File: config.mk
export PLATFORM = sky130hd
export DESIGN_NAME = affinity_chunk_task_dispatcher
export DESIGN_NICKNAME = d
export VERILOG_FILES = /design/src/sv/acd_pkg.sv /design/src/sv/acd_front.sv /design/src/sv/acd_divider.sv /design/src/sv/acd_back.sv /design/src/sv/affinity_chunk_task_dispatcher.sv
export SDC_FILE = /design/constraint.sdc
export NUM_CORES = 2
export LEC_CHECK = 0
export ABC_AREA = 1
export BUFFER_PORTS_ARGS = -buffer_cell sky130_fd_sc_hd__clkbuf_2
export CAP_MARGIN = 40
export CORE_MARGIN = 10
export CORE_UTILIZATION = 35
export DETAILED_ROUTE_END_ITERATION = 7
export PLACE_DENSITY = 0.46
export SYNTH_ARGS = -nofsm -noshare
export SYNTH_HDL_FRONTEND = slang
export SYNTH_HIERARCHICAL = 1
export SYNTH_SLANG_ARGS = --single-unit
File: constraint.sdc
create_clock -name clk -period 22.7 [get_ports clk]
set_clock_uncertainty 0.2 [all_clocks]
set_input_delay 2.27 -clock clk [delete_from_list [all_inputs] [get_ports clk]]
set_output_delay 2.27 -clock clk [all_outputs]
set_load 0.1 [all_outputs]
File: src/sv/acd_pkg.sv
// Shared types and constants for the affinity chunk task dispatcher.
// No dependencies.
package acd_pkg;

    localparam int unsigned NodeW = 5;
    localparam int unsigned ReqW  = 4;
    localparam int unsigned DataW = 32;
    localparam logic [6:0]  SplitThreshold = 7'd100;

    localparam logic CfgNodeCount = 1'b0;
    localparam logic CfgTotalSize = 1'b1;

    // request passed from the front part to the back part
    typedef struct packed {
        logic [ReqW-1:0] requester;
    } acd_req_t;

    // result leaving the back part
    typedef struct packed {
        logic             granted;
        logic [DataW-1:0] task_start;
        logic [DataW-1:0] task_end;
    } acd_res_t;

endpackage

File: src/sv/acd_front.sv
// Front part: accepts requests and holds them in a short queue.
// Depends on acd_pkg.
module acd_front (
    input  logic              clk,
    input  logic              rst_n,
    input  logic              in_valid,
    output logic              in_ready,
    input  acd_pkg::acd_req_t in_req,
    output logic              q_valid,
    input  logic              q_ready,
    output acd_pkg::acd_req_t q_req
);
    import acd_pkg::*;

    acd_req_t   mem_reg [2];
    logic       wp_reg, wp_next, rp_reg, rp_next;
    logic [1:0] cnt_reg, cnt_next;
    logic       push, pop;

    assign in_ready = (cnt_reg != 2'd2);
    assign q_valid  = (cnt_reg != 2'd0);
    assign q_req    = mem_reg[rp_reg];
    assign push     = in_valid && in_ready;
    assign pop      = q_valid && q_ready;

    always_comb
    begin
        wp_next  = push ? ~wp_reg : wp_reg;
        rp_next  = pop ? ~rp_reg : rp_reg;
        cnt_next = cnt_reg + {1'b0, push} - {1'b0, pop};
    end

    always_ff @(posedge clk or negedge rst_n)
    begin
        if (!rst_n)
        begin
            wp_reg  <= 1'b0;
            rp_reg  <= 1'b0;
            cnt_reg <= 2'd0;
        end
        else
        begin
            wp_reg  <= wp_next;
            rp_reg  <= rp_next;
            cnt_reg <= cnt_next;
        end
    end

    always_ff @(posedge clk)
    begin
        if (push)
            mem_reg[wp_reg] <= in_req;
    end

`ifndef SYNTH
    a_no_overflow: assert property (@(posedge clk) disable iff (!rst_n)
        cnt_reg == 2'd2 |-> !in_ready) else $error("queue overflow");
    a_cnt_range: assert property (@(posedge clk) disable iff (!rst_n)
        cnt_reg != 2'd3) else $error("queue count out of range");
    a_pop_moves: assert property (@(posedge clk) disable iff (!rst_n)
        pop |=> rp_reg != $past(rp_reg)) else $error("read pointer stuck");
`endif

endmodule

File: src/sv/acd_divider.sv
// Shared restoring divider, one quotient bit per cycle.
// Depends on acd_pkg.
module acd_divider (
    input  logic                     clk,
    input  logic                     rst_n,
    input  logic                     start,
    input  logic [acd_pkg::DataW-1:0] dividend,
    input  logic [acd_pkg::NodeW:0]   divisor,
    output logic                     done,
    output logic [acd_pkg::DataW-1:0] quotient
);
    import acd_pkg::*;

    localparam int unsigned CntW = $clog2(DataW + 1);

    logic [DataW-1:0] q_reg, q_next;
    logic [NodeW:0]   r_reg, r_next;
    logic [CntW-1:0]  cnt_reg, cnt_next;
    logic [NodeW:0]   d_reg, d_next;
    logic             busy_reg, busy_next;
    logic [NodeW+1:0] trial;

    assign quotient = q_reg;
    assign done     = busy_reg && (cnt_reg == CntW'(0));
    assign trial    = {r_reg, q_reg[DataW-1]};

    always_comb
    begin
        q_next = q_reg; r_next = r_reg; cnt_next = cnt_reg;
        d_next = d_reg; busy_next = busy_reg;
        if (start)
        begin
            q_next = dividend; r_next = '0; d_next = divisor;
            cnt_next = CntW'(DataW); busy_next = 1'b1;
        end
        else if (busy_reg && cnt_reg != CntW'(0))
        begin
            cnt_next = cnt_reg - CntW'(1);
            if (trial >= {1'b0, d_reg})
            begin
                r_next = (NodeW+1)'(trial - {1'b0, d_reg});
                q_next = {q_reg[DataW-2:0], 1'b1};
            end
            else
            begin
                r_next = trial[NodeW:0];
                q_next = {q_reg[DataW-2:0], 1'b0};
            end
        end
        else if (done)
            busy_next = 1'b0;
    end

    always_ff @(posedge clk or negedge rst_n)
    begin
        if (!rst_n)
        begin
            busy_reg <= 1'b0;
            cnt_reg  <= '0;
        end
        else
        begin
            busy_reg <= busy_next;
            cnt_reg  <= cnt_next;
        end
    end

    always_ff @(posedge clk)
    begin
        q_reg <= q_next;
        r_reg <= r_next;
        d_reg <= d_next;
    end

`ifndef SYNTH
    a_start_loads: assert property (@(posedge clk) disable iff (!rst_n)
        start |=> busy_reg && cnt_reg == CntW'(DataW)) else $error("divider not loaded");
    a_rem_below: assert property (@(posedge clk) disable iff (!rst_n)
        busy_reg && d_reg != '0 |-> r_reg < d_reg) else $error("remainder too large");
    a_done_once: assert property (@(posedge clk) disable iff (!rst_n)
        done && !start |=> !done) else $error("done held");
`endif

endmodule

File: src/sv/acd_back.sv
// Back part: builds bundles and slots, grants ranges, holds the result register.
// Depends on acd_pkg and acd_divider.
module acd_back #(
    parameter int unsigned MAX_NODES = 16
) (
    input  logic                      clk,
    input  logic                      rst_n,
    input  logic                      cfg_we,
    input  logic                      cfg_index,
    input  logic [acd_pkg::DataW-1:0] cfg_data,
    input  logic                      q_valid,
    output logic                      q_ready,
    input  acd_pkg::acd_req_t         q_req,
    output logic                      res_valid,
    input  logic                      res_ready,
    output acd_pkg::acd_res_t         res
);
    import acd_pkg::*;

    localparam int unsigned SlotW = (MAX_NODES > 1) ? $clog2(MAX_NODES) : 1;

    typedef enum logic [6:0] {
        S_IDLE  = 7'b0000001,
        S_CHECK = 7'b0000010,
        S_DIV1  = 7'b0000100,
        S_DIV2  = 7'b0001000,
        S_FILL  = 7'b0010000,
        S_PICK  = 7'b0100000,
        S_OUT   = 7'b1000000
    } state_t;

    state_t state_reg, state_next;

    logic [NodeW-1:0]     ncfg_reg;
    logic [DataW-1:0]     total_reg;
    logic [DataW-1:0]     rem_reg, rem_next;
    logic [DataW-1:0]     nbs_reg, nbs_next;
    logic                 fin_reg, fin_next;
    logic [MAX_NODES-1:0] full_reg, full_next;
    logic [1:0]           tries_reg, tries_next;
    logic [DataW-1:0]     len_reg, len_next;
    logic [DataW-1:0]     bend_reg, bend_next;
    logic [DataW-1:0]     ts_reg, ts_next;
    logic [DataW-1:0]     pos_reg, pos_next;
    logic [SlotW-1:0]     fi_reg, fi_next;
    logic [ReqW-1:0]      req_reg, req_next;
    logic [SlotW-1:0]     k_reg, k_next;
    logic                 any_reg, any_next;
    logic                 rv_reg, rv_next;
    acd_res_t             res_reg, res_next;
    logic [DataW-1:0]     sstart_mem [MAX_NODES];
    logic [DataW-1:0]     send_mem [MAX_NODES];
    logic                 wr_en;
    logic [DataW-1:0]     wr_s, wr_e;
    logic [DataW-1:0]     rd_s, rd_e;

    logic [6:0]           n_eff;
    logic [DataW+6:0]     thresh;
    logic                 div_start, div_done;
    logic [DataW-1:0]     div_a, div_q;
    logic [NodeW:0]       div_b;
    logic [DataW:0]       pe_sum;
    logic [DataW-1:0]     pe;
    logic [6:0]           fi_ext;
    logic                 req_ok;
    logic [SlotW-1:0]     lowest;
    logic                 found;

    always_comb
    begin
        if (ncfg_reg == '0)
            n_eff = 7'd1;
        else if (7'(ncfg_reg) > 7'(MAX_NODES))
            n_eff = 7'(MAX_NODES);
        else
            n_eff = 7'(ncfg_reg);
    end

    assign thresh = (DataW+7)'(SplitThreshold) * (DataW+7)'(n_eff);
    assign pe_sum = {1'b0, pos_reg} + {1'b0, ts_reg};
    assign pe     = (pe_sum > {1'b0, bend_reg}) ? bend_reg : pe_sum[DataW-1:0];
    assign fi_ext = 7'(fi_reg);
    assign req_ok = (7'(req_reg) < n_eff) && (7'(req_reg) < 7'(MAX_NODES))
                    && full_reg[SlotW'(req_reg)];

    always_comb
    begin
        lowest = '0;
        found  = 1'b0;
        for (int i = MAX_NODES - 1; i >= 0; i--)
        begin
            if (full_reg[i] && (7'(i) < n_eff))
            begin
                lowest = SlotW'(i);
                found  = 1'b1;
            end
        end
    end

    acd_divider u_div (
        .clk      (clk),
        .rst_n    (rst_n),
        .start    (div_start),
        .dividend (div_a),
        .divisor  (div_b),
        .done     (div_done),
        .quotient (div_q)
    );

    assign q_ready   = (state_reg == S_IDLE) && !rv_reg;
    assign res_valid = rv_reg;
    assign res       = res_reg;

    always_comb
    begin
        state_next = state_reg;
        rem_next = rem_reg; nbs_next = nbs_reg; fin_next = fin_reg;
        full_next = full_reg; tries_next = tries_reg; len_next = len_reg;
        bend_next = bend_reg; ts_next = ts_reg; pos_next = pos_reg;
        fi_next = fi_reg; req_next = req_reg; k_next = k_reg; any_next = any_reg;
        rv_next = rv_reg; res_next = res_reg;
        div_start = 1'b0; div_a = '0; div_b = '0;
        wr_en = 1'b0; wr_s = pos_reg; wr_e = pe;

        if (rv_reg && res_ready)
            rv_next = 1'b0;

        unique case (state_reg)
            S_IDLE:
            begin
                if (q_valid && q_ready)
                begin
                    req_next   = q_req.requester;
                    tries_next = 2'd0;
                    state_next = S_CHECK;
                end
            end
            S_CHECK:
            begin
                if (full_reg == '0 && !fin_reg && tries_reg != 2'd2)
                begin
                    tries_next = tries_reg + 2'd1;
                    if (n_eff == 7'd1 || (DataW+7)'(rem_reg) < thresh)
                    begin
                        len_next   = rem_reg;
                        fin_next   = 1'b1;
                        div_start  = 1'b1;
                        div_a      = rem_reg + DataW'(n_eff) - DataW'(1);
                        div_b      = (NodeW+1)'(n_eff);
                        state_next = S_DIV2;
                    end
                    else
                    begin
                        div_start  = 1'b1;
                        div_a      = rem_reg;
                        div_b      = (NodeW+1)'(n_eff + 7'd1);
                        state_next = S_DIV1;
                    end
                end
                else
                    state_next = S_PICK;
            end
            S_DIV1:
            begin
                if (div_done)
                begin
                    len_next   = div_q;
                    div_start  = 1'b1;
                    div_a      = div_q + DataW'(n_eff) - DataW'(1);
                    div_b      = (NodeW+1)'(n_eff);
                    state_next = S_DIV2;
                end
            end
            S_DIV2:
            begin
                // slot size ceil(len/n)
                if (div_done)
                begin
                    ts_next   = div_q;
                    bend_next = nbs_reg + len_reg;
                    pos_next  = nbs_reg;
                    rem_next  = rem_reg - len_reg;
                    nbs_next  = nbs_reg + len_reg;
                    full_next = '0;
                    fi_next   = '0;
                    state_next = S_FILL;
                end
            end
            S_FILL:
            begin
                if (fi_ext < n_eff && pos_reg < bend_reg)
                begin
                    wr_en    = 1'b1;
                    full_next[fi_reg] = 1'b1;
                    pos_next = pe;
                    if (fi_ext == 7'(MAX_NODES - 1))
                        state_next = S_CHECK;
                    else
                        fi_next = fi_reg + SlotW'(1);
                end
                else
                    state_next = S_CHECK;
            end
            S_PICK:
            begin
                any_next = (full_reg != '0);
                k_next   = req_ok ? SlotW'(req_reg) : (found ? lowest : '0);
                state_next = S_OUT;
            end
            S_OUT:
            begin
                if (!rv_reg)
                begin
                    rv_next = 1'b1;
                    if (any_reg)
                    begin
                        full_next[k_reg] = 1'b0;
                        res_next.granted    = 1'b1;
                        res_next.task_start = rd_s;
                        res_next.task_end   = rd_e;
                    end
                    else
                    begin
                        res_next = '0;
                    end
                    state_next = S_IDLE;
                end
            end
            default: state_next = S_IDLE;
        endcase

        if (cfg_we)
        begin
            rem_next  = (cfg_index == CfgTotalSize) ? cfg_data : total_reg;
            nbs_next  = '0;
            fin_next  = 1'b0;
            full_next = '0;
        end
    end

    always_ff @(posedge clk or negedge rst_n)
    begin
        if (!rst_n)
        begin
            state_reg <= S_IDLE;
            ncfg_reg  <= NodeW'(1);
            total_reg <= '0;
            rem_reg   <= '0;
            nbs_reg   <= '0;
            fin_reg   <= 1'b0;
            full_reg  <= '0;
            rv_reg    <= 1'b0;
        end
        else
        begin
            state_reg <= state_next;
            rem_reg   <= rem_next;
            nbs_reg   <= nbs_next;
            fin_reg   <= fin_next;
            full_reg  <= full_next;
            rv_reg    <= rv_next;
            if (cfg_we && cfg_index == CfgNodeCount)
                ncfg_reg <= cfg_data[NodeW-1:0];
            if (cfg_we && cfg_index == CfgTotalSize)
                total_reg <= cfg_data;
        end
    end

    always_ff @(posedge clk)
    begin
        tries_reg <= tries_next; len_reg <= len_next; bend_reg <= bend_next;
        ts_reg <= ts_next; pos_reg <= pos_next;
        fi_reg <= fi_next; req_reg <= req_next; k_reg <= k_next;
        any_reg <= any_next; res_reg <= res_next;
    end

    always_ff @(posedge clk)
    begin
        if (wr_en)
        begin
            sstart_mem[fi_reg] <= wr_s;
            send_mem[fi_reg]   <= wr_e;
        end
        rd_s <= sstart_mem[k_next];
        rd_e <= send_mem[k_next];
    end

`ifndef SYNTH
    a_onehot: assert property (@(posedge clk) disable iff (!rst_n)
        $onehot(state_reg)) else $error("state not one-hot");
    a_grant_clears: assert property (@(posedge clk) disable iff (!rst_n)
        state_reg == S_OUT && !rv_reg && any_reg && !cfg_we |=> !full_reg[$past(k_reg)])
        else $error("slot not cleared");
    a_rem_shrinks: assert property (@(posedge clk) disable iff (!rst_n)
        !$past(cfg_we) |-> rem_reg <= $past(rem_reg)) else $error("remaining grew");
    a_result_idle: assert property (@(posedge clk) disable iff (!rst_n)
        rv_reg |-> state_reg == S_IDLE) else $error("result pending outside idle");
`endif

endmodule

File: src/sv/affinity_chunk_task_dispatcher.sv
// A request goes from the front queue through the check, pick and output states to
// the result register; when no slot is ready, a split bundle first runs two serial
// divisions (bundle length, then slot size) and fills its slots; a final bundle needs
// only the second division. One request at a time: the next request is taken only
// once the result transaction has gone.
// Reset (rst_n, asynchronous): node_count 1, total_size 0, no bundle loaded.
module affinity_chunk_task_dispatcher #(
    parameter int unsigned MAX_NODES = 16
) (
    input  logic        clk,
    input  logic        rst_n,
    input  logic        cfg_we,
    input  logic [0:0]  cfg_index,
    input  logic [31:0] cfg_data,
    input  logic        s_axis_tvalid,
    output logic        s_axis_tready,
    input  logic [7:0]  s_axis_tdata,   // [3:0] requester
    output logic        m_axis_tvalid,
    input  logic        m_axis_tready,
    output logic [71:0] m_axis_tdata   // [0] granted, [32:1] task_start, [64:33] task_end
);
    import acd_pkg::*;

    acd_req_t in_req, q_req;
    acd_res_t res;
    logic     q_valid, q_ready;

    assign in_req.requester = s_axis_tdata[ReqW-1:0];

    acd_front u_front (
        .clk(clk), .rst_n(rst_n),
        .in_valid(s_axis_tvalid), .in_ready(s_axis_tready), .in_req(in_req),
        .q_valid(q_valid), .q_ready(q_ready), .q_req(q_req)
    );

    acd_back #(.MAX_NODES(MAX_NODES)) u_back (
        .clk(clk), .rst_n(rst_n),
        .cfg_we(cfg_we), .cfg_index(cfg_index[0]), .cfg_data(cfg_data),
        .q_valid(q_valid), .q_ready(q_ready), .q_req(q_req),
        .res_valid(m_axis_tvalid), .res_ready(m_axis_tready), .res(res)
    );

    assign m_axis_tdata = {7'd0, res.task_end, res.task_start, res.granted};

endmodule

Word level (Yosys, flattened, before mapping)
Memory sizes are Yosys's and may differ from the RTL's. A register that Yosys moved wholly into a read port is not among the register bits.
Cells that the tools add are included.
{"block": "word_totals", "input_bits": 46, "ram_bits": 1032, "out_inout_bits": 74, "word_cells": 281, "regBits": 385, "n_memories": 3}
{"block": "op_classes", "order_cmp": 28, "addsub": 14, "multipliers": 1, "n_eq_ne": 25, "n_bitwise": 7, "reduce_logical": 62, "muxes": 114}
{"memory": "u_back.send_mem", "words": 16, "word_bits": 32, "rd": 1, "rd_clocked_by_memory_dff": 1, "write_ports": 1, "line_no": "acd_back.sv:52", "rtl": "logic [DataW-1:0] send_mem [MAX_NODES];"}
{"memory": "u_back.sstart_mem", "words": 16, "word_bits": 32, "rd": 1, "rd_clocked_by_memory_dff": 1, "write_ports": 1, "line_no": "acd_back.sv:51", "rtl": "logic [DataW-1:0] sstart_mem [MAX_NODES];"}
{"memory": "u_front.mem_reg", "words": 2, "word_bits": 4, "rd": 1, "rd_clocked_by_memory_dff": 1, "write_ports": 1, "line_no": "acd_front.sv:15", "rtl": "acd_req_t mem_reg [2];"}
{"cell": "$mux W32", "count": 18}
{"cell": "$pmux W32 S2", "count": 3}
{"cell": "$mux W4", "count": 23}
{"cell": "$mux W16", "count": 5}
{"cell": "$mux W65", "count": 1}
{"cell": "$sub A32 B1 Y32 const B", "count": 2}
{"cell": "$lt A4 B7 Y1 const A", "count": 8}
{"cell": "$pmux W7 S7", "count": 1}
{"cell": "$pmux W16 S3", "count": 1}
{"cell": "$mux W6", "count": 7}
{"cell": "$mux W7", "count": 6}
{"cell": "$mux W1", "count": 38}
{"cell": "$add A32 B32 Y33", "count": 1}
{"cell": "$gt A33 B32 Y1", "count": 1}
{"cell": "$add A32 B32 Y32", "count": 1}
{"cell": "$add A32 B5 Y32", "count": 1}
{"cell": "$add A32 B7 Y32", "count": 1}
{"cell": "$lt A32 B14 Y1", "count": 1}
{"cell": "$lt A32 B32 Y1", "count": 1}
{"cell": "$sub A32 B32 Y32", "count": 1}
{"cell": "$logic_and A1 B1 Y1", "count": 30}
{"cell": "$lt A3 B7 Y1 const A", "count": 4}
{"cell": "$reduce_bool A2 Y1", "count": 11}
{"cell": "$and A16 B16 Y16", "count": 1}
{"cell": "51 further kinds", "count": 84}

Depth between registers and ports, before layout
{"block": "logic_depth", "depth_word": 24, "mapped_depth": 29, "ltp_nobuf": 29}

Hierarchy
Netlist, hierarchy kept.
{"module": "acd_back", "area_per_inst_um2": 71772.6, "seq_area_each_um2": 41392.2, "instances": 1, "cells_each": 7430}
{"module": "acd_divider", "area_per_inst_um2": 2566.2, "seq_area_each_um2": 1436.4, "instances": 1, "cells_each": 276}
{"module": "acd_front", "area_per_inst_um2": 516.7, "seq_area_each_um2": 340.3, "instances": 1, "cells_each": 52}
{"module": "affinity_chunk_task_dispatcher", "area_per_inst_um2": 56.3, "seq_area_each_um2": 0.0, "instances": 1, "cells_each": 8}

Worst setup path before layout
No wires, ideal clock.
{"block": "synth_path", "path_kind": "register -> register", "from": "register u_back.ncfg_reg[4]", "to": "memory u_back.send_mem[10][0], enable pin", "arrival_time_ps": 8365, "path_stages_with_launch": 13, "slack_ps": 13491, "synth_period_minus_slack_ps": 9209, "setup_time_ps": 644, "n_path_buf": 2, "required_ps": 21856, "cell_sequence": "dfrtp_1 buf_4 nor2_1 inv_1 ha_1 o21ai_0 a21boi_0 o21ai_0 a21oi_1 a211oi_1 nand2_1 clkbuf_1 nor4_1"}
{"block": "synth_between", "elab_chain_cells": 9, "elab_cells_between_ends": 10, "cone_classes": "2 x order compare; 6 x mux; 2 x reduce/logical"}
{"item": "start: declaration", "line_no": "acd_back.sv:34", "rtl": "logic [NodeW-1:0] ncfg_reg;"}
{"item": "start signal: assignment", "line_no": "acd_back.sv:246", "rtl": "ncfg_reg <= NodeW'(1);"}
{"item": "start signal: assignment", "line_no": "acd_back.sv:263", "rtl": "ncfg_reg <= cfg_data[NodeW-1:0];"}
{"item": "$gt A5 B5 Y1", "line_no": "acd_back.sv:73", "rtl": "else if (7'(ncfg_reg) > 7'(MAX_NODES))"}
{"item": "$mux W5", "line_no": "acd_back.sv:73"}
{"item": "$mux W5 *", "line_no": "acd_back.sv:71", "rtl": "if (ncfg_reg == '0)"}
{"item": "$lt A4 B7 Y1 *", "line_no": "acd_back.sv:191", "rtl": "if (fi_ext < n_eff && pos_reg < bend_reg)"}
{"item": "$logic_and A1 B1 Y1 *", "line_no": "acd_back.sv:191"}
{"item": "$mux W1 *", "line_no": "acd_back.sv:191"}
{"item": "$mux W1 *", "line_no": "acd_back.sv:128", "rtl": "unique case (state_reg)"}
{"item": "$mux W1 *", "line_no": "acd_back.sv:279", "rtl": "if (wr_en)"}
{"item": "$mux W1 (not written as such) *", "line_no": "acd_back.sv:282", "rtl": "send_mem[fi_reg] <= wr_e;"}
{"item": "end: declaration", "line_no": "acd_back.sv:52"}
Mark *: on every way between the ends. The rest lies on a longest branch, timed or not.

Worst setup path in the final report
{"block": "layout_path", "from": "register u_back.ncfg_reg[4]", "to": "register u_back.u_div.q_reg[0], in the netlist u_back/u_div/quotient[0] (data pin)"}
{"block": "layout_between", "elab_chain_cells": 10, "elab_cells_between_ends": 17, "cone_classes": "4 x add/sub; 1 x mul; 2 x order compare; 1 x eq/ne; 7 x mux; 2 x reduce/logical"}
{"item": "$gt A5 B5 Y1", "line_no": "acd_back.sv:73"}
{"item": "$mux W5", "line_no": "acd_back.sv:73"}
{"item": "$mux W5 *", "line_no": "acd_back.sv:71"}
{"item": "$mul A5 B5 Y10", "line_no": "acd_back.sv:79", "rtl": "assign thresh = (DataW+7)'(SplitThreshold) * (DataW+7)'(n_eff);"}
{"item": "$lt A32 B14 Y1", "line_no": "acd_back.sv:143", "rtl": "if (n_eff == 7'd1 || (DataW+7)'(rem_reg) < thresh)"}
{"item": "$logic_or A1 B1 Y1", "line_no": "acd_back.sv:143"}
{"item": "$mux W32", "line_no": "acd_back.sv:143"}
{"item": "$mux W32", "line_no": "acd_back.sv:140", "rtl": "if (full_reg == '0 && !fin_reg && tries_reg != 2'd2)"}
{"item": "$pmux W32 S2 *", "line_no": "acd_back.sv:128"}
{"item": "net u_back.div_a[0]", "line_no": "acd_back.sv:60", "rtl": "logic [DataW-1:0] div_a, div_q;"}
{"item": "$mux W32 *", "line_no": "acd_divider.sv:31", "rtl": "if (start)"}
{"item": "net u_back.u_div.q_next[0]", "line_no": "acd_divider.sv:16", "rtl": "logic [DataW-1:0] q_reg, q_next;"}
{"item": "end signal: assignment", "line_no": "acd_divider.sv:70", "rtl": "q_reg <= q_next;"}
{"item": "end: declaration", "line_no": "acd_divider.sv:16"}
Mark *: on every way through the listed nets, which the timed path passes. The rest lies on a longest branch.
A chain may end at the register's enable or synchronous reset.

==> metrics.txt <==
# TYPE chip_impl_metric gauge
chip_impl_info{name="outcome",value="finished, final reports clean"} 1
chip_impl_metric{name="drive_gt1_share",unit="%"} 7.37
chip_impl_metric{name="n_fill_cell",unit=""} 20900
chip_impl_metric{name="power.share.sequential",unit="%"} 35.2
chip_impl_metric{name="effective_utilization_at_floorplan",unit="%"} 35.3
chip_impl_metric{name="antenna_left",unit=""} 0
chip_impl_metric{name="post_synth_inst_count",unit=""} 7766
chip_impl_info{name="postSynth.topFlopCell",value="sky130_fd_sc_hd__edfxtp_1"} 1
chip_impl_metric{name="globalplace.congestion",unit=""} 0.896
chip_impl_metric{name="drv_cap",unit=""} 0
chip_impl_info{name="worst_setup_path_start_kind",value="flop"} 1
chip_impl_metric{name="synth_edf_count",unit=""} 1274
chip_impl_metric{name="grt_start_max_net_pins",unit=""} 193
chip_impl_metric{name="detailroute.via_count",unit=""} 53700
chip_impl_metric{name="layoutNonFillerInstCount",unit=""} 10800
chip_impl_metric{name="synth_sequential_area_ratio",unit="%"} 57.6
chip_impl_metric{name="dp_cells",unit=""} 10500
chip_impl_metric{name="die_height",unit="um"} 483
chip_impl_metric{name="cts.path.max_buffers",unit=""} 3
chip_impl_metric{name="chipWidth",unit="um"} 483
chip_impl_metric{name="dr_wl_cell",unit="um"} 21.0
chip_impl_metric{name="io_pins",unit=""} 120
chip_impl_metric{name="final_critical_path_share_of_the_clock_period",unit="%"} 31.6
chip_impl_metric{name="grt_antenna_before_repair",unit=""} 5
chip_impl_info{name="rsz0062_at_grt",value="no"} 1
chip_impl_info{name="layout_common_cells",value="1454 x sky130_fd_sc_hd__nand2_1, 1381 x sky130_fd_sc_hd__nand3_1, 1302 x sky130_fd_sc_hd__inv_1, 1274 x sky130_fd_sc_hd__edfxtp_1, 287 x sky130_fd_sc_hd__ha_1"} 1
chip_impl_metric{name="max_fanout_on_critical_path",unit=""} 18
chip_impl_metric{name="flops_latches_synth",unit=""} 1485
chip_impl_metric{name="cellInternalPower",unit="W"} 0.00594
chip_impl_info{name="tritoncts_clock_tree",value="yes"} 1
chip_impl_info{name="leading_cell_type_in_the_layout_fill_and_taps_excluded",value="sky130_fd_sc_hd__nand2_1"} 1
chip_impl_info{name="yosys.area.top_type",value="sky130_fd_sc_hd__edfxtp_1"} 1
chip_impl_metric{name="maxSlewHeadroom",unit="%"} 28.3
chip_impl_info{name="holdCritPathClass",value="flop to flop"} 1
chip_impl_metric{name="flow.area_growth_from_synthesis",unit="%"} 13.4
chip_impl_metric{name="fin_nets",unit=""} 8167
chip_impl_metric{name="dp.final_hpwl",unit="um"} 139000
chip_impl_metric{name="cts_hold_buffers",unit=""} 0
chip_impl_metric{name="cts_max_level",unit=""} 4
chip_impl_metric{name="power.density",unit="nW/um2"} 115
chip_impl_metric{name="first_global_vias",unit=""} 52500
chip_impl_metric{name="crit_required",unit="ns"} 23.16
chip_impl_metric{name="gr-total-overflow",unit=""} 0
chip_impl_metric{name="drc",unit=""} 0
chip_impl_metric{name="power_leakage",unit="nW"} 36.0
chip_impl_metric{name="track_usage",unit="%"} 19.0
chip_impl_metric{name="hold_viol_final",unit=""} 0
chip_impl_metric{name="yosysWarningCount",unit=""} 6
chip_impl_metric{name="maxSlewViolCount",unit=""} 0
chip_impl_metric{name="crit_arrival",unit="ns"} 7.65
chip_impl_metric{name="post_layout_util",unit="%"} 40.0
chip_impl_metric{name="worst_slew_pin_slew",unit="ns"} 1.08
chip_impl_metric{name="synth_top_area_share",unit="%"} 51.1
chip_impl_metric{name="ir_drop",unit="V"} 0.000129
chip_impl_metric{name="cts.sink_count",unit=""} 1485
chip_impl_metric{name="drt_wl_total",unit="um"} 226000
chip_impl_metric{name="cts_inserted_buffers",unit=""} 173
chip_impl_metric{name="timing.fmax",unit="GHz"} 0.139
chip_impl_metric{name="power.clock.fraction",unit="%"} 27.8
chip_impl_metric{name="grt_first_pass_wirelength",unit="um"} 337000
chip_impl_metric{name="route.detailed.vias_per_inst",unit=""} 4.97
chip_impl_info{name="criticalPathCategory",value="flop to flop"} 1
chip_impl_metric{name="final_period_minus_worst_setup_slack",unit="ns"} 7.18
chip_impl_metric{name="die_area",unit="um2"} 233000
chip_impl_metric{name="placement_rows",unit=""} 169
chip_impl_metric{name="netlist_area",unit="um2"} 74900
chip_impl_metric{name="drt_pass1_iterations",unit=""} 5
chip_impl_metric{name="combPwrFrac",unit="%"} 37.0
chip_impl_metric{name="drt_iter0_drc",unit=""} 4372
chip_impl_metric{name="buffer_ports.inserted",unit=""} 108
chip_impl_metric{name="post_synth_num_cell_types",unit=""} 67
chip_impl_info{name="ctsRootBufferMaster",value="sky130_fd_sc_hd__clkbuf_16"} 1
chip_impl_metric{name="ys_async_sr_fraction",unit="%"} 9.23
chip_impl_metric{name="report.final.setup_viol",unit=""} 0
chip_impl_metric{name="worstSkewPairLatency",unit="ns"} 0.84
chip_impl_metric{name="syn-mean-instance-area",unit="um2"} 9.65
chip_impl_metric{name="netSwitchingFraction",unit="%"} 39.1
chip_impl_metric{name="core_region_area",unit="um2"} 213000
chip_impl_info{name="end_kind",value="flop"} 1
chip_impl_metric{name="clkTransAtPathRegs",unit="ns"} 0.05
chip_impl_metric{name="finalHoldWorstSlack",unit="ns"} 0.269
chip_impl_info{name="synthTopCellsByArea",value="sky130_fd_sc_hd__edfxtp_1 51%, sky130_fd_sc_hd__nand3_1 9.2%, sky130_fd_sc_hd__nand2_1 7.3%, sky130_fd_sc_hd__inv_1 6.5%, sky130_fd_sc_hd__ha_1 4.8%"} 1
chip_impl_metric{name="cts_repair_resize_count",unit=""} 0
chip_impl_metric{name="netSwitchingPower",unit="W"} 0.00380
chip_impl_metric{name="fin_setup_tns",unit="ns"} 0
chip_impl_metric{name="postCtsSetupRepairBufs",unit=""} 0
final timing paths:
kind                            depth (start not counted)  slack [ns]                                  to                          startpoint
min in group asynchronous                               1        1.28          u_back/fin_reg$_DFFE_PN0P_                               rst_n
worst max register to register                         22       15.52  u_back/u_div/quotient[0]$_DFFE_PP_      u_back/ncfg_reg[4]$_DFFE_PN0P_
worst min-delay path                                    2        0.27  u_back/u_div/r_reg[3]$_SDFFE_PP0P_  u_back/u_div/r_reg[3]$_SDFFE_PP0P_
worst max-delay path                                   22       15.52  u_back/u_div/quotient[0]$_DFFE_PP_      u_back/ncfg_reg[4]$_DFFE_PN0P_
max in group asynchronous                               3       19.98    u_back/total_reg[30]$_DFFE_PN0P_                               rst_n
worst min register to register                          2        0.27  u_back/u_div/r_reg[3]$_SDFFE_PP0P_  u_back/u_div/r_reg[3]$_SDFFE_PP0P_
Yosys cell counts (11+ instances only):
cell                       number
sky130_fd_sc_hd__o221ai_1      23
sky130_fd_sc_hd__edfxtp_1    1274
sky130_fd_sc_hd__or2_2         26
sky130_fd_sc_hd__and2_1        35
sky130_fd_sc_hd__a31oi_1       17
sky130_fd_sc_hd__o211ai_1      31
sky130_fd_sc_hd__inv_1       1304
sky130_fd_sc_hd__nand3b_1     264
sky130_fd_sc_hd__a21oi_1      269
sky130_fd_sc_hd__o21ai_0      230
sky130_fd_sc_hd__a41oi_1       26
sky130_fd_sc_hd__nand2_1     1457
sky130_fd_sc_hd__buf_4         20
sky130_fd_sc_hd__nor3_1        41
sky130_fd_sc_hd__dfxtp_1       74
sky130_fd_sc_hd__xnor2_1       26
sky130_fd_sc_hd__a21boi_0      11
sky130_fd_sc_hd__clkbuf_1     147
sky130_fd_sc_hd__o21bai_1      11
sky130_fd_sc_hd__o21a_1        14
sky130_fd_sc_hd__nand4_1       48
sky130_fd_sc_hd__a21o_1        12
sky130_fd_sc_hd__o21ai_1       11
sky130_fd_sc_hd__dfrtp_1      135
sky130_fd_sc_hd__buf_2        163
sky130_fd_sc_hd__buf_1         28
sky130_fd_sc_hd__nor4_1        25
sky130_fd_sc_hd__inv_2         12
sky130_fd_sc_hd__a22o_1        24
sky130_fd_sc_hd__nor2_1       184
sky130_fd_sc_hd__nand3_1     1381
sky130_fd_sc_hd__ha_1         287
sky130_fd_sc_hd__xor2_1        58
kinds of logic (layout without fill, tap and decap cells):
group | count (synthesis) | in the layout | share of synthesized area (%)
and+or+nand+nor | 3493 | 3493 | 21.9
buffers and inverters | 1682 | 1886 | 8.81
DFF | 1485 | 1485 | 57.6
AOI/OAI and AO/OA | 724 | 724 | 5.69
adders and majority gates | 294 | 294 | 4.98
xor gates and xnor gates | 84 | 84 | 0.982
other | 3 | 13 | 0.0150
muxes | 1 | 1 | 0.0134
area by class of cell:
class / instances / area, um2 / area share (%)
well taps: 2821 / 3530 / 4.16
multi-input cells: 4605 / 25300 / 29.9
repair buffers: 239 / 2350 / 2.77
diodes: 4 / 10.0 / 0.0118
clock buffers: 267 / 5000 / 5.89
clock inverters: 57 / 520 / 0.613
flip-flops and latches: 1485 / 43200 / 50.8
inverters: 1323 / 4980 / 5.87
power by group through the flow:
stage / sequential (W) / combinational, W / clock, W
after floorplan: 0.00339 / 0.00257 / 0
after global placement: 0.00349 / 0.00352 / 0
after detailed placement: 0.00349 / 0.00361 / 0
after CTS: 0.00343 / 0.00363 / 0.00279
after global routing: 0.00345 / 0.00405 / 0.00290
final: 0.00342 / 0.00361 / 0.00271
metrics by stage:
stage	worst slack [ns]	instance area, um2	total power, W
2_1_floorplan	13.49	74900	0.00595
3_3_place_gp	14.85	78300	0.00701
3_5_place_dp	15.39	79400	0.00710
4_1_cts	15.38	84900	0.00985
5_1_grt	15.04	84900	0.0104
6_report	15.52	84900	0.00974
layer usage:
layer / wire, um / global-route usage, %
met1: 104000 / 25.8
met2: 109000 / 32.3
met5: 0 / 0
met3: 9140 / 2.26
met4: 4850 / 4.80
critical path: stages (launching register included):
cell	delay (ns)
sky130_fd_sc_hd__dfrtp_1	0.66
sky130_fd_sc_hd__nor2_1	0.50
sky130_fd_sc_hd__inv_1	0.33
sky130_fd_sc_hd__ha_1	0.38
sky130_fd_sc_hd__ha_1	0.33
sky130_fd_sc_hd__ha_1	0.31
sky130_fd_sc_hd__a21o_1	0.19
sky130_fd_sc_hd__a31o_2	0.20
sky130_fd_sc_hd__a21oi_1	0.31
sky130_fd_sc_hd__ha_1	0.34
sky130_fd_sc_hd__a21oi_1	0.14
sky130_fd_sc_hd__o21ai_0	0.12
sky130_fd_sc_hd__a211oi_1	0.21
sky130_fd_sc_hd__o21ai_1	0.20
sky130_fd_sc_hd__nand2_1	0.10
sky130_fd_sc_hd__nand2_1	0.19
sky130_fd_sc_hd__nand2_1	0.23
sky130_fd_sc_hd__inv_1	0.18
sky130_fd_sc_hd__nor2_4	0.44
sky130_fd_sc_hd__clkinv_1	0.74
sky130_fd_sc_hd__o221ai_1	0.49
sky130_fd_sc_hd__nor2_1	0.09
sky130_fd_sc_hd__a31oi_1	0.14
Note: power is estimated with default switching activity, not from simulation.
